==> config.mk <==
export PLATFORM = sky130hd
export DESIGN_NAME = trapezoid_row_integrator_top
export DESIGN_NICKNAME = d
export VERILOG_FILES = /design/src/rtl/tri_pkg.sv /design/src/rtl/tri_mul.sv /design/src/rtl/tri_sqrt.sv /design/src/rtl/trapezoid_row_integrator_top.sv
export SDC_FILE = /design/constraint.sdc
export NUM_CORES = 2
export LEC_CHECK = 0
export CORE_MARGIN = 5
export CORE_UTILIZATION = 47
export DETAILED_ROUTE_END_ITERATION = 6
export DONT_BUFFER_PORTS = 1
export GPL_ROUTABILITY_DRIVEN = 0
export GPL_TIMING_DRIVEN = 0
export PLACE_DENSITY = 0.62
export SLEW_MARGIN = 15
export SYNTH_ARGS = -nofsm -noshare
export SYNTH_HDL_FRONTEND = slang
export SYNTH_SLANG_ARGS = --single-unit
==> constraint.sdc <==
create_clock -name aclk -period 7.5 [get_ports aclk]
set_input_delay 1.5 -clock aclk [delete_from_list [all_inputs] [get_ports aclk]]
set_output_delay 1.5 -clock aclk [all_outputs]
set_load 0.01 [all_outputs]
==> src/rtl/tri_pkg.sv <==
// ----------------------------------------------------------------------------
// tri_pkg
// Shared types and constants of the trapezoid row integrator.
// ----------------------------------------------------------------------------
`default_nettype none

package tri_pkg;

    localparam int FLUX_W     = 16;
    localparam int ERR_W      = 16;
    localparam int STEP_W     = 16;
    localparam int ROWLEN_W   = 11;
    localparam int FINT_W     = 34;
    localparam int FERR_W     = 30;
    localparam int CFG_IDX_W  = 2;
    localparam int CFG_DATA_W = 16;

    // multiplier second operand: signed, one bit above the step width
    localparam int MUL_B_W    = STEP_W + 1;

    // flux product is divided by 512, error product by 256
    localparam int FINT_SHIFT = 9;
    localparam int FERR_SHIFT = 8;

    localparam logic [CFG_IDX_W-1:0] CFG_STEP_SIZE  = 2'd0;
    localparam logic [CFG_IDX_W-1:0] CFG_ROW_LENGTH = 2'd1;

    localparam logic [STEP_W-1:0]   STEP_RESET   = 16'd256;
    localparam logic [ROWLEN_W-1:0] ROWLEN_RESET = 11'd2;

    typedef enum logic [7:0] {
        S_IDLE  = 8'b0000_0001,
        S_SQ    = 8'b0000_0010,
        S_ACC   = 8'b0000_0100,
        S_FMUL  = 8'b0000_1000,
        S_ROOT  = 8'b0001_0000,
        S_SQRT  = 8'b0010_0000,
        S_EMUL  = 8'b0100_0000,
        S_OUT   = 8'b1000_0000
    } state_t;

endpackage

`default_nettype wire

==> src/rtl/tri_mul.sv <==
// ----------------------------------------------------------------------------
// tri_mul
// Shared signed multiplier with registered product.
// ----------------------------------------------------------------------------
`default_nettype none

module tri_mul #(
    parameter int A_W = 28
) (
    input  wire                                  aclk,
    input  wire                                  en,
    input  wire signed [A_W-1:0]                 op_a,
    input  wire signed [tri_pkg::MUL_B_W-1:0]    op_b,
    output logic signed [A_W+tri_pkg::MUL_B_W-1:0] prod_reg
);

    always_ff @(posedge aclk) begin
        if (en) begin
            prod_reg <= op_a * op_b;
        end
    end

endmodule

`default_nettype wire

==> src/rtl/tri_sqrt.sv <==
// ----------------------------------------------------------------------------
// tri_sqrt
// Iterative floor square root, one result bit per cycle.
// ----------------------------------------------------------------------------
`default_nettype none

module tri_sqrt #(
    parameter int IN_W = 43
) (
    input  wire                       aclk,
    input  wire                       aresetn,
    input  wire                       start,
    input  wire  [IN_W-1:0]           radicand,
    output logic                      done_reg,
    output logic [(IN_W+1)/2-1:0]     root_reg
);

    localparam int ROOT_W = (IN_W + 1) / 2;
    localparam int X_W    = 2 * ROOT_W;
    localparam int REM_W  = ROOT_W + 2;
    localparam int CNT_W  = $clog2(ROOT_W + 1);

    logic [X_W-1:0]   x_reg;
    logic [REM_W-1:0] rem_reg;
    logic [CNT_W-1:0] cnt_reg;
    logic             busy_reg;

    logic [REM_W+1:0] rem_shift;
    logic [REM_W+1:0] trial;
    logic [REM_W+1:0] subtrahend;

    always_comb begin
        rem_shift  = {rem_reg, x_reg[X_W-1 -: 2]};
        subtrahend = (REM_W + 2)'({root_reg, 2'b01});
        trial      = rem_shift - subtrahend;
    end

    always_ff @(posedge aclk) begin
        if (!aresetn) begin
            busy_reg <= 1'b0;
            done_reg <= 1'b0;
            cnt_reg  <= '0;
        end else begin
            done_reg <= 1'b0;
            if (start) begin
                busy_reg <= 1'b1;
                cnt_reg  <= CNT_W'(ROOT_W);
            end else if (busy_reg) begin
                cnt_reg <= cnt_reg - 1'b1;
                if (cnt_reg == CNT_W'(1)) begin
                    busy_reg <= 1'b0;
                    done_reg <= 1'b1;
                end
            end
        end
    end

    always_ff @(posedge aclk) begin
        if (start) begin
            x_reg    <= X_W'(radicand);
            rem_reg  <= '0;
            root_reg <= '0;
        end else if (busy_reg) begin
            x_reg <= {x_reg[X_W-3:0], 2'b00};
            // trial sign bit clear: subtraction fits, take a one
            if (!trial[REM_W+1]) begin
                rem_reg  <= trial[REM_W-1:0];
                root_reg <= {root_reg[ROOT_W-2:0], 1'b1};
            end else begin
                rem_reg  <= rem_shift[REM_W-1:0];
                root_reg <= {root_reg[ROOT_W-2:0], 1'b0};
            end
        end
    end

endmodule

`default_nettype wire

==> src/rtl/trapezoid_row_integrator_top.sv <==
// ----------------------------------------------------------------------------
// trapezoid_row_integrator_top
// Trapezoid rule integration of fixed-length rows of flux samples with a
// matching root of weighted error squares.
// ----------------------------------------------------------------------------
// channel   dir  handshake         payload
// s_        in   s_valid/s_ready   s_flux_sample, s_error_sample
// m_        out  m_valid/m_ready   m_flux_integral, m_flux_error
// cfg_      in   cfg_we            cfg_index, cfg_wdata
//
// Each sample passes through accept, square on the shared multiplier and
// accumulate. The last sample of a row then adds the flux product, the
// bit-serial square root and the error product.
// Reset is synchronous, active low; no clearing pass is needed.
// A finished result waits in the output register while the next row runs;
// the following result stalls until it is taken.
// ----------------------------------------------------------------------------
`default_nettype none

module trapezoid_row_integrator_top #(
    parameter int MAX_ROW = 1024
) (
    input  wire                                 aclk,
    input  wire                                 aresetn,

    input  wire                                 s_valid,
    output logic                                s_ready,
    input  wire signed [tri_pkg::FLUX_W-1:0]    s_flux_sample,
    input  wire  [tri_pkg::ERR_W-1:0]           s_error_sample,

    output logic                                m_valid,
    input  wire                                 m_ready,
    output logic signed [tri_pkg::FINT_W-1:0]   m_flux_integral,
    output logic [tri_pkg::FERR_W-1:0]          m_flux_error,

    input  wire                                 cfg_we,
    input  wire  [tri_pkg::CFG_IDX_W-1:0]       cfg_index,
    input  wire  [tri_pkg::CFG_DATA_W-1:0]      cfg_wdata
);

    localparam int POS_W   = $clog2(MAX_ROW);
    localparam int LEN_RAW = $clog2(MAX_ROW + 1);
    localparam int LEN_W   = (LEN_RAW > tri_pkg::ROWLEN_W) ? LEN_RAW : tri_pkg::ROWLEN_W;
    localparam int FSUM_W  = POS_W + tri_pkg::FLUX_W + 2;
    localparam int SQ_W    = POS_W + 2 * tri_pkg::ERR_W + 2;
    localparam int SQIN_W  = SQ_W - 1;
    localparam int ROOT_W  = (SQIN_W + 1) / 2;
    localparam int MA_0    = (FSUM_W > ROOT_W + 1) ? FSUM_W : ROOT_W + 1;
    localparam int MA_W    = (MA_0 > 27) ? MA_0 : 27;
    localparam int P_W     = MA_W + tri_pkg::MUL_B_W;

    tri_pkg::state_t state_reg, state_next;

    logic [tri_pkg::STEP_W-1:0]   step_reg;
    logic [tri_pkg::ROWLEN_W-1:0] rowlen_reg;
    logic [POS_W-1:0]             pos_reg;
    logic signed [FSUM_W-1:0]     fsum_reg;
    logic [SQ_W-1:0]              sqsum_reg;
    logic signed [tri_pkg::FLUX_W-1:0] flux_reg;
    logic [tri_pkg::ERR_W-1:0]    err_reg;
    logic                         first_reg;
    logic                         last_reg;
    logic signed [tri_pkg::FINT_W-1:0] fint_reg;
    logic                         m_valid_reg;
    logic signed [tri_pkg::FINT_W-1:0] m_fint_reg;
    logic [tri_pkg::FERR_W-1:0]   m_ferr_reg;

    logic [LEN_W-1:0]             rowlen_ext;
    logic [LEN_W-1:0]             eff_len;
    logic                         is_last;

    logic                         mul_en;
    logic signed [MA_W-1:0]       mul_a;
    logic signed [tri_pkg::MUL_B_W-1:0] mul_b;
    logic signed [P_W-1:0]        prod_reg;

    logic                         sqrt_start;
    logic                         sqrt_done;
    logic [ROOT_W-1:0]            root;

    logic signed [FSUM_W-1:0]     flux_add;
    logic [SQ_W-1:0]              sq_add;
    logic [2*tri_pkg::ERR_W-1:0]  sq_val;
    logic                         accept;
    logic                         out_free;

    assign accept   = s_valid && s_ready;
    assign out_free = !m_valid_reg || m_ready;

    // effective row length, clamped to 2..MAX_ROW
    always_comb begin
        rowlen_ext = LEN_W'(rowlen_reg);
        if (rowlen_ext < LEN_W'(2)) begin
            eff_len = LEN_W'(2);
        end else if (rowlen_ext > LEN_W'(MAX_ROW)) begin
            eff_len = LEN_W'(MAX_ROW);
        end else begin
            eff_len = rowlen_ext;
        end
        is_last = LEN_W'(pos_reg) >= (eff_len - 1'b1);
    end

    // shared multiplier operand select
    always_comb begin
        mul_en = 1'b0;
        mul_a  = '0;
        mul_b  = {1'b0, step_reg};
        case (state_reg)
            tri_pkg::S_SQ: begin
                mul_en = 1'b1;
                mul_a  = MA_W'(err_reg);
                mul_b  = {1'b0, err_reg};
            end
            tri_pkg::S_FMUL: begin
                mul_en = 1'b1;
                mul_a  = MA_W'(fsum_reg);
            end
            tri_pkg::S_EMUL: begin
                mul_en = 1'b1;
                mul_a  = MA_W'(root);
            end
            default: begin
                mul_en = 1'b0;
            end
        endcase
    end

    tri_mul #(
        .A_W      (MA_W)
    ) u_mul (
        .aclk     (aclk),
        .en       (mul_en),
        .op_a     (mul_a),
        .op_b     (mul_b),
        .prod_reg (prod_reg)
    );

    assign sqrt_start = (state_reg == tri_pkg::S_ROOT);

    tri_sqrt #(
        .IN_W     (SQIN_W)
    ) u_sqrt (
        .aclk     (aclk),
        .aresetn  (aresetn),
        .start    (sqrt_start),
        .radicand (sqsum_reg[SQ_W-1:1]),
        .done_reg (sqrt_done),
        .root_reg (root)
    );

    // weighted terms: end samples once, inner samples twice
    always_comb begin
        sq_val = prod_reg[2*tri_pkg::ERR_W-1:0];
        if (first_reg || last_reg) begin
            flux_add = FSUM_W'(flux_reg);
            sq_add   = SQ_W'(sq_val);
        end else begin
            flux_add = FSUM_W'(flux_reg) <<< 1;
            sq_add   = SQ_W'(sq_val) << 1;
        end
    end

    always_comb begin
        state_next = state_reg;
        case (state_reg)
            tri_pkg::S_IDLE: if (s_valid) state_next = tri_pkg::S_SQ;
            tri_pkg::S_SQ:   state_next = tri_pkg::S_ACC;
            tri_pkg::S_ACC:  state_next = last_reg ? tri_pkg::S_FMUL : tri_pkg::S_IDLE;
            tri_pkg::S_FMUL: state_next = tri_pkg::S_ROOT;
            tri_pkg::S_ROOT: state_next = tri_pkg::S_SQRT;
            tri_pkg::S_SQRT: if (sqrt_done) state_next = tri_pkg::S_EMUL;
            tri_pkg::S_EMUL: state_next = tri_pkg::S_OUT;
            tri_pkg::S_OUT:  if (out_free) state_next = tri_pkg::S_IDLE;
            default:         state_next = tri_pkg::S_IDLE;
        endcase
    end

    always_ff @(posedge aclk) begin
        if (!aresetn) begin
            state_reg   <= tri_pkg::S_IDLE;
            step_reg    <= tri_pkg::STEP_RESET;
            rowlen_reg  <= tri_pkg::ROWLEN_RESET;
            pos_reg     <= '0;
            fsum_reg    <= '0;
            sqsum_reg   <= '0;
            m_valid_reg <= 1'b0;
        end else begin
            state_reg <= state_next;
            if (cfg_we) begin
                if (cfg_index == tri_pkg::CFG_STEP_SIZE) begin
                    step_reg <= cfg_wdata[tri_pkg::STEP_W-1:0];
                end else if (cfg_index == tri_pkg::CFG_ROW_LENGTH) begin
                    rowlen_reg <= cfg_wdata[tri_pkg::ROWLEN_W-1:0];
                end
            end
            if (state_reg == tri_pkg::S_ACC) begin
                fsum_reg  <= fsum_reg + flux_add;
                sqsum_reg <= sqsum_reg + sq_add;
                pos_reg   <= last_reg ? '0 : pos_reg + 1'b1;
            end
            if (state_reg == tri_pkg::S_OUT && out_free) begin
                m_valid_reg <= 1'b1;
                fsum_reg    <= '0;
                sqsum_reg   <= '0;
            end else if (m_valid_reg && m_ready) begin
                m_valid_reg <= 1'b0;
            end
        end
    end

    always_ff @(posedge aclk) begin
        if (accept) begin
            flux_reg  <= s_flux_sample;
            err_reg   <= s_error_sample;
            first_reg <= (pos_reg == '0);
            last_reg  <= is_last;
        end
        if (state_reg == tri_pkg::S_ROOT) begin
            // arithmetic shift gives floor division
            fint_reg <= prod_reg[tri_pkg::FINT_SHIFT +: tri_pkg::FINT_W];
        end
        if (state_reg == tri_pkg::S_OUT && out_free) begin
            m_fint_reg <= fint_reg;
            m_ferr_reg <= prod_reg[tri_pkg::FERR_SHIFT +: tri_pkg::FERR_W];
        end
    end

    assign s_ready         = (state_reg == tri_pkg::S_IDLE);
    assign m_valid         = m_valid_reg;
    assign m_flux_integral = m_fint_reg;
    assign m_flux_error    = m_ferr_reg;

    a_result_from_out: assert property (@(posedge aclk) disable iff (!aresetn)
        $rose(m_valid_reg) |-> $past(state_reg == tri_pkg::S_OUT))
        else $error("result appeared outside the output step");

    a_pos_bound: assert property (@(posedge aclk) disable iff (!aresetn)
        (LEN_W'(pos_reg) <= LEN_W'(MAX_ROW - 1)))
        else $error("sample position past row end");

    a_sqrt_done_state: assert property (@(posedge aclk) disable iff (!aresetn)
        sqrt_done |-> (state_reg == tri_pkg::S_SQRT))
        else $error("square root finished outside its wait state");

    a_row_end_clears: assert property (@(posedge aclk) disable iff (!aresetn)
        (state_reg == tri_pkg::S_ACC && last_reg) |=> (pos_reg == '0))
        else $error("position not restarted after last item of row");

endmodule

`default_nettype wire

==> impl_metrics.py <==
metrics = {
    "global_routing": {
        "first_global_vias": 26800,
        "globalRouteOverflowTotal": 0,
        "grt_max_degree": 38,
        "antenna_found_initial": 2,
        "grt_pass1_wl_mm": 156.8,
        "grt_usage_pct": 25.47,
    },
    "setup_path": {
        "crit_cells": 29,
        "r2r_cells": 29,
        "worst-endpoint-required_ns": 7.80,
        "crit_path_max_incr_delay_ns": 0.57,
        "crit_fanout": 10,
        "slowest_stage": "fa_2",
        "critPathLaunchType": "register",
        "critical_path.top_delay_family": "adder cells",
        "critPathArrivalTime_ns": 7.84,
        "critical_path_class": "register to register",
        "critPathCaptureType": "register",
        "cp_num_buf_inv": 6,
    },
    "floorplanning": {
        "die_x_um": 280.9,
        "ioPinCount": 121,
        "core.rowCount": 99,
        "core_area_um2": 72830,
        "start_util_pct": 47.37,
        "chipHeight_um": 280.9,
        "die_area_um2": 78930,
    },
    "yosys": {
        "synth_area_leader_cell": "fa_1",
        "synth_edf_count": 218,
        "yosysSeqAreaShare_pct": 28.95,
        "synth_common_cells": "592 x nand2_1, 565 x inv_1, 423 x fa_1",
        "ys_warn_count": 0,
        "netlist.area_leader.share_pct": 24.54,
        "yosys_most_used_dff": "edfxtp_1",
        "synth_cell_types": 77,
        "syn-num-nets": 4367,
        "yosys-top-cells-area": "fa_1 25%, edfxtp_1 19%, dfxtp_1 10%, ha_1 7.3%, nand2_1 6.4%",
        "ys_ff_latch": 390,
        "syn_avg_cell_area_um2": 9.358,
        "ys_async_sr_fraction_pct": 0,
        "synth.most_common_cell": "nand2_1",
        "postSynthCellCount": 3687,
        "synth.cell_area_um2": 34500,
    },
    "clock_network": {
        "numClockSinks": 390,
        "clk_pin_slew_ns": 0.06,
        "clock_latency_ns": 0.60,
        "cts_made_buffers": 45,
        "htree_levels": 2,
        "cts_max_path_buffers": 3,
        "cts_tree": "built",
        "root_buffer": "clkbuf_16",
    },
    "final_layout": {
        "areaGrowthSynthToFinish_pct": 15.37,
        "drive_above_1_share_pct": 13.54,
        "multi_input_area_um2": 22890,
        "design_area_um2": 39810,
        "num-fill-cells": 6484,
        "final_util_pct": 54.65,
        "instances_no_fill": 4845,
        "nets": 4529,
        "seq_area_um2": 10000,
    },
    "place": {
        "hpwl_mm": 79.16,
        "port_buffers": 0,
        "post-place-ws_ns": -2.321,
        "dp.cells": 4665,
        "dpl_cell_area_um2": 35970,
    },
    "timing": {
        "rsz0062_at_grt": "true",
        "worst_hold_slack_ns": 0.4153,
        "slew_headroom_pct": 35.21,
        "fin_skew_ns": 0.03210,
        "fmax_mhz": 132.7,
        "maxSlewViolCount": 0,
        "period_minus_slack_ns": 7.536,
        "finalCritPeriodShare_pct": 100.5,
        "setup_ws_ns": -0.03605,
        "setup_viol": 1,
        "tightest_slew_ns": 0.9719,
        "hold_viol": 0,
        "tns_ns": -0.03605,
    },
    "route": {
        "drc_errors": 0,
        "viasPerCell": 5.478,
        "drtPass1Iterations": 5,
        "vias": 26540,
        "ant_nets": 0,
        "drt_iter0_drc": 1872,
        "wl_mm": 101.1,
        "wl_per_cell_um": 20.87,
    },
    "pwr": {
        "power_mw": 5.621,
        "powerDensity_nw_per_um2": 141.2,
        "vdd_drop_max_uv": 194.9,
        "power_leakage_nw": 17.24,
    },
    "worst_hold_path": {
        "hold_depth": 0,
        "hold_class": "register to register",
    },
    "status": {
        "status": "complete, but fails checks",
        "violations": "negative setup slack",
    },
    "run": {
        "maxCapViolCount": 0,
    },
}
where the power goes:
part / switching (mW) / internal [mW] / total, mW / leakage (nW)
clock network: 0.929 / 1.31 / 2.23 / 0.748
registers: 0.0715 / 2.33 / 2.40 / 3.38
logic: 0.580 / 0.406 / 0.986 / 13.1
total: 1.58 / 4.04 / 5.62 / 17.2
layout by cell type, fill, tap and decap left out, types with 16 or more instances in the layout:
cell type / instances
nor2b_1: 30
inv_1: 560
fa_1: 404
a21o_1: 67
nand2_1: 570
buf_6: 18
a21boi_0: 24
nand2b_1: 26
o21a_1: 18
clkbuf_16: 52
xnor2_1: 93
mux2_2: 47
a21oi_2: 16
fa_2: 19
dfxtp_1: 164
clkbuf_1: 63
mux2i_1: 51
a21oi_1: 168
nor2_1: 298
edfxtp_1: 218
o21ai_0: 79
nand3_1: 44
nor2_2: 18
or3_1: 16
xor2_1: 36
buf_4: 103
nand2_2: 20
clkbuf_8: 23
a31oi_1: 17
nor3_1: 29
ha_1: 189
metal layers:
metal  global-route usage, %  share of wire [%]
met5                       0                  0
met4                   9.165                4.2
met3                   4.860                7.4
met2                   40.54                 46
met1                   35.09                 43
what timing repair did:
item                       CTS  global route
resized for setup          284           142
hold buffers                 0             0
cloned                       1             2
setup buffers               57            49
pin swaps                   45            65
setup endpoints to repair   32            17
kinds of logic after synthesis:
| kind of cell | after synthesis | synth area share, % |
|---|---|---|
| XOR/XNOR | 133 | 3.376 |
| buffers and inverters | 702 | 7.699 |
| multiplexers | 98 | 3.013 |
| AND/OR/NAND/NOR | 1188 | 14.88 |
| adder cells (fa/ha/maj) | 625 | 31.87 |
| AO/OA/AOI/OAI | 551 | 10.22 |
| flip-flops | 390 | 28.95 |
worst paths after layout:
| check | to | slack [ns] | start |
|---|---|---|---|
| worst max-delay path | u_mul.prod_reg[31]$_DFFE_PP_ | -0.04 | state_reg[6]$_SDFFE_PN0P_ |
| worst min-delay path | m_flux_integral[12]$_DFFE_PP_ | 0.42 | fint_reg[12]$_DFFE_PP_ |
| worst max register to register | u_mul.prod_reg[31]$_DFFE_PP_ | -0.04 | state_reg[6]$_SDFFE_PN0P_ |
| worst min register to register | m_flux_integral[12]$_DFFE_PP_ | 0.42 | fint_reg[12]$_DFFE_PP_ |
layout make-up:
| type | count | area share (%) |
|---|---|---|
| diodes | 1 | 0.006286 |
| plain buffers | 124 | 2.301 |
| clock buffers | 62 | 3.303 |
| clock inverters | 21 | 0.4652 |
| inverters | 566 | 5.343 |
| multi-input cells | 2595 | 57.50 |
| flip-flops and latches | 390 | 25.13 |
| well taps | 959 | 3.014 |
| repair buffers | 127 | 2.936 |
Power figures use the tool's default switching activity.
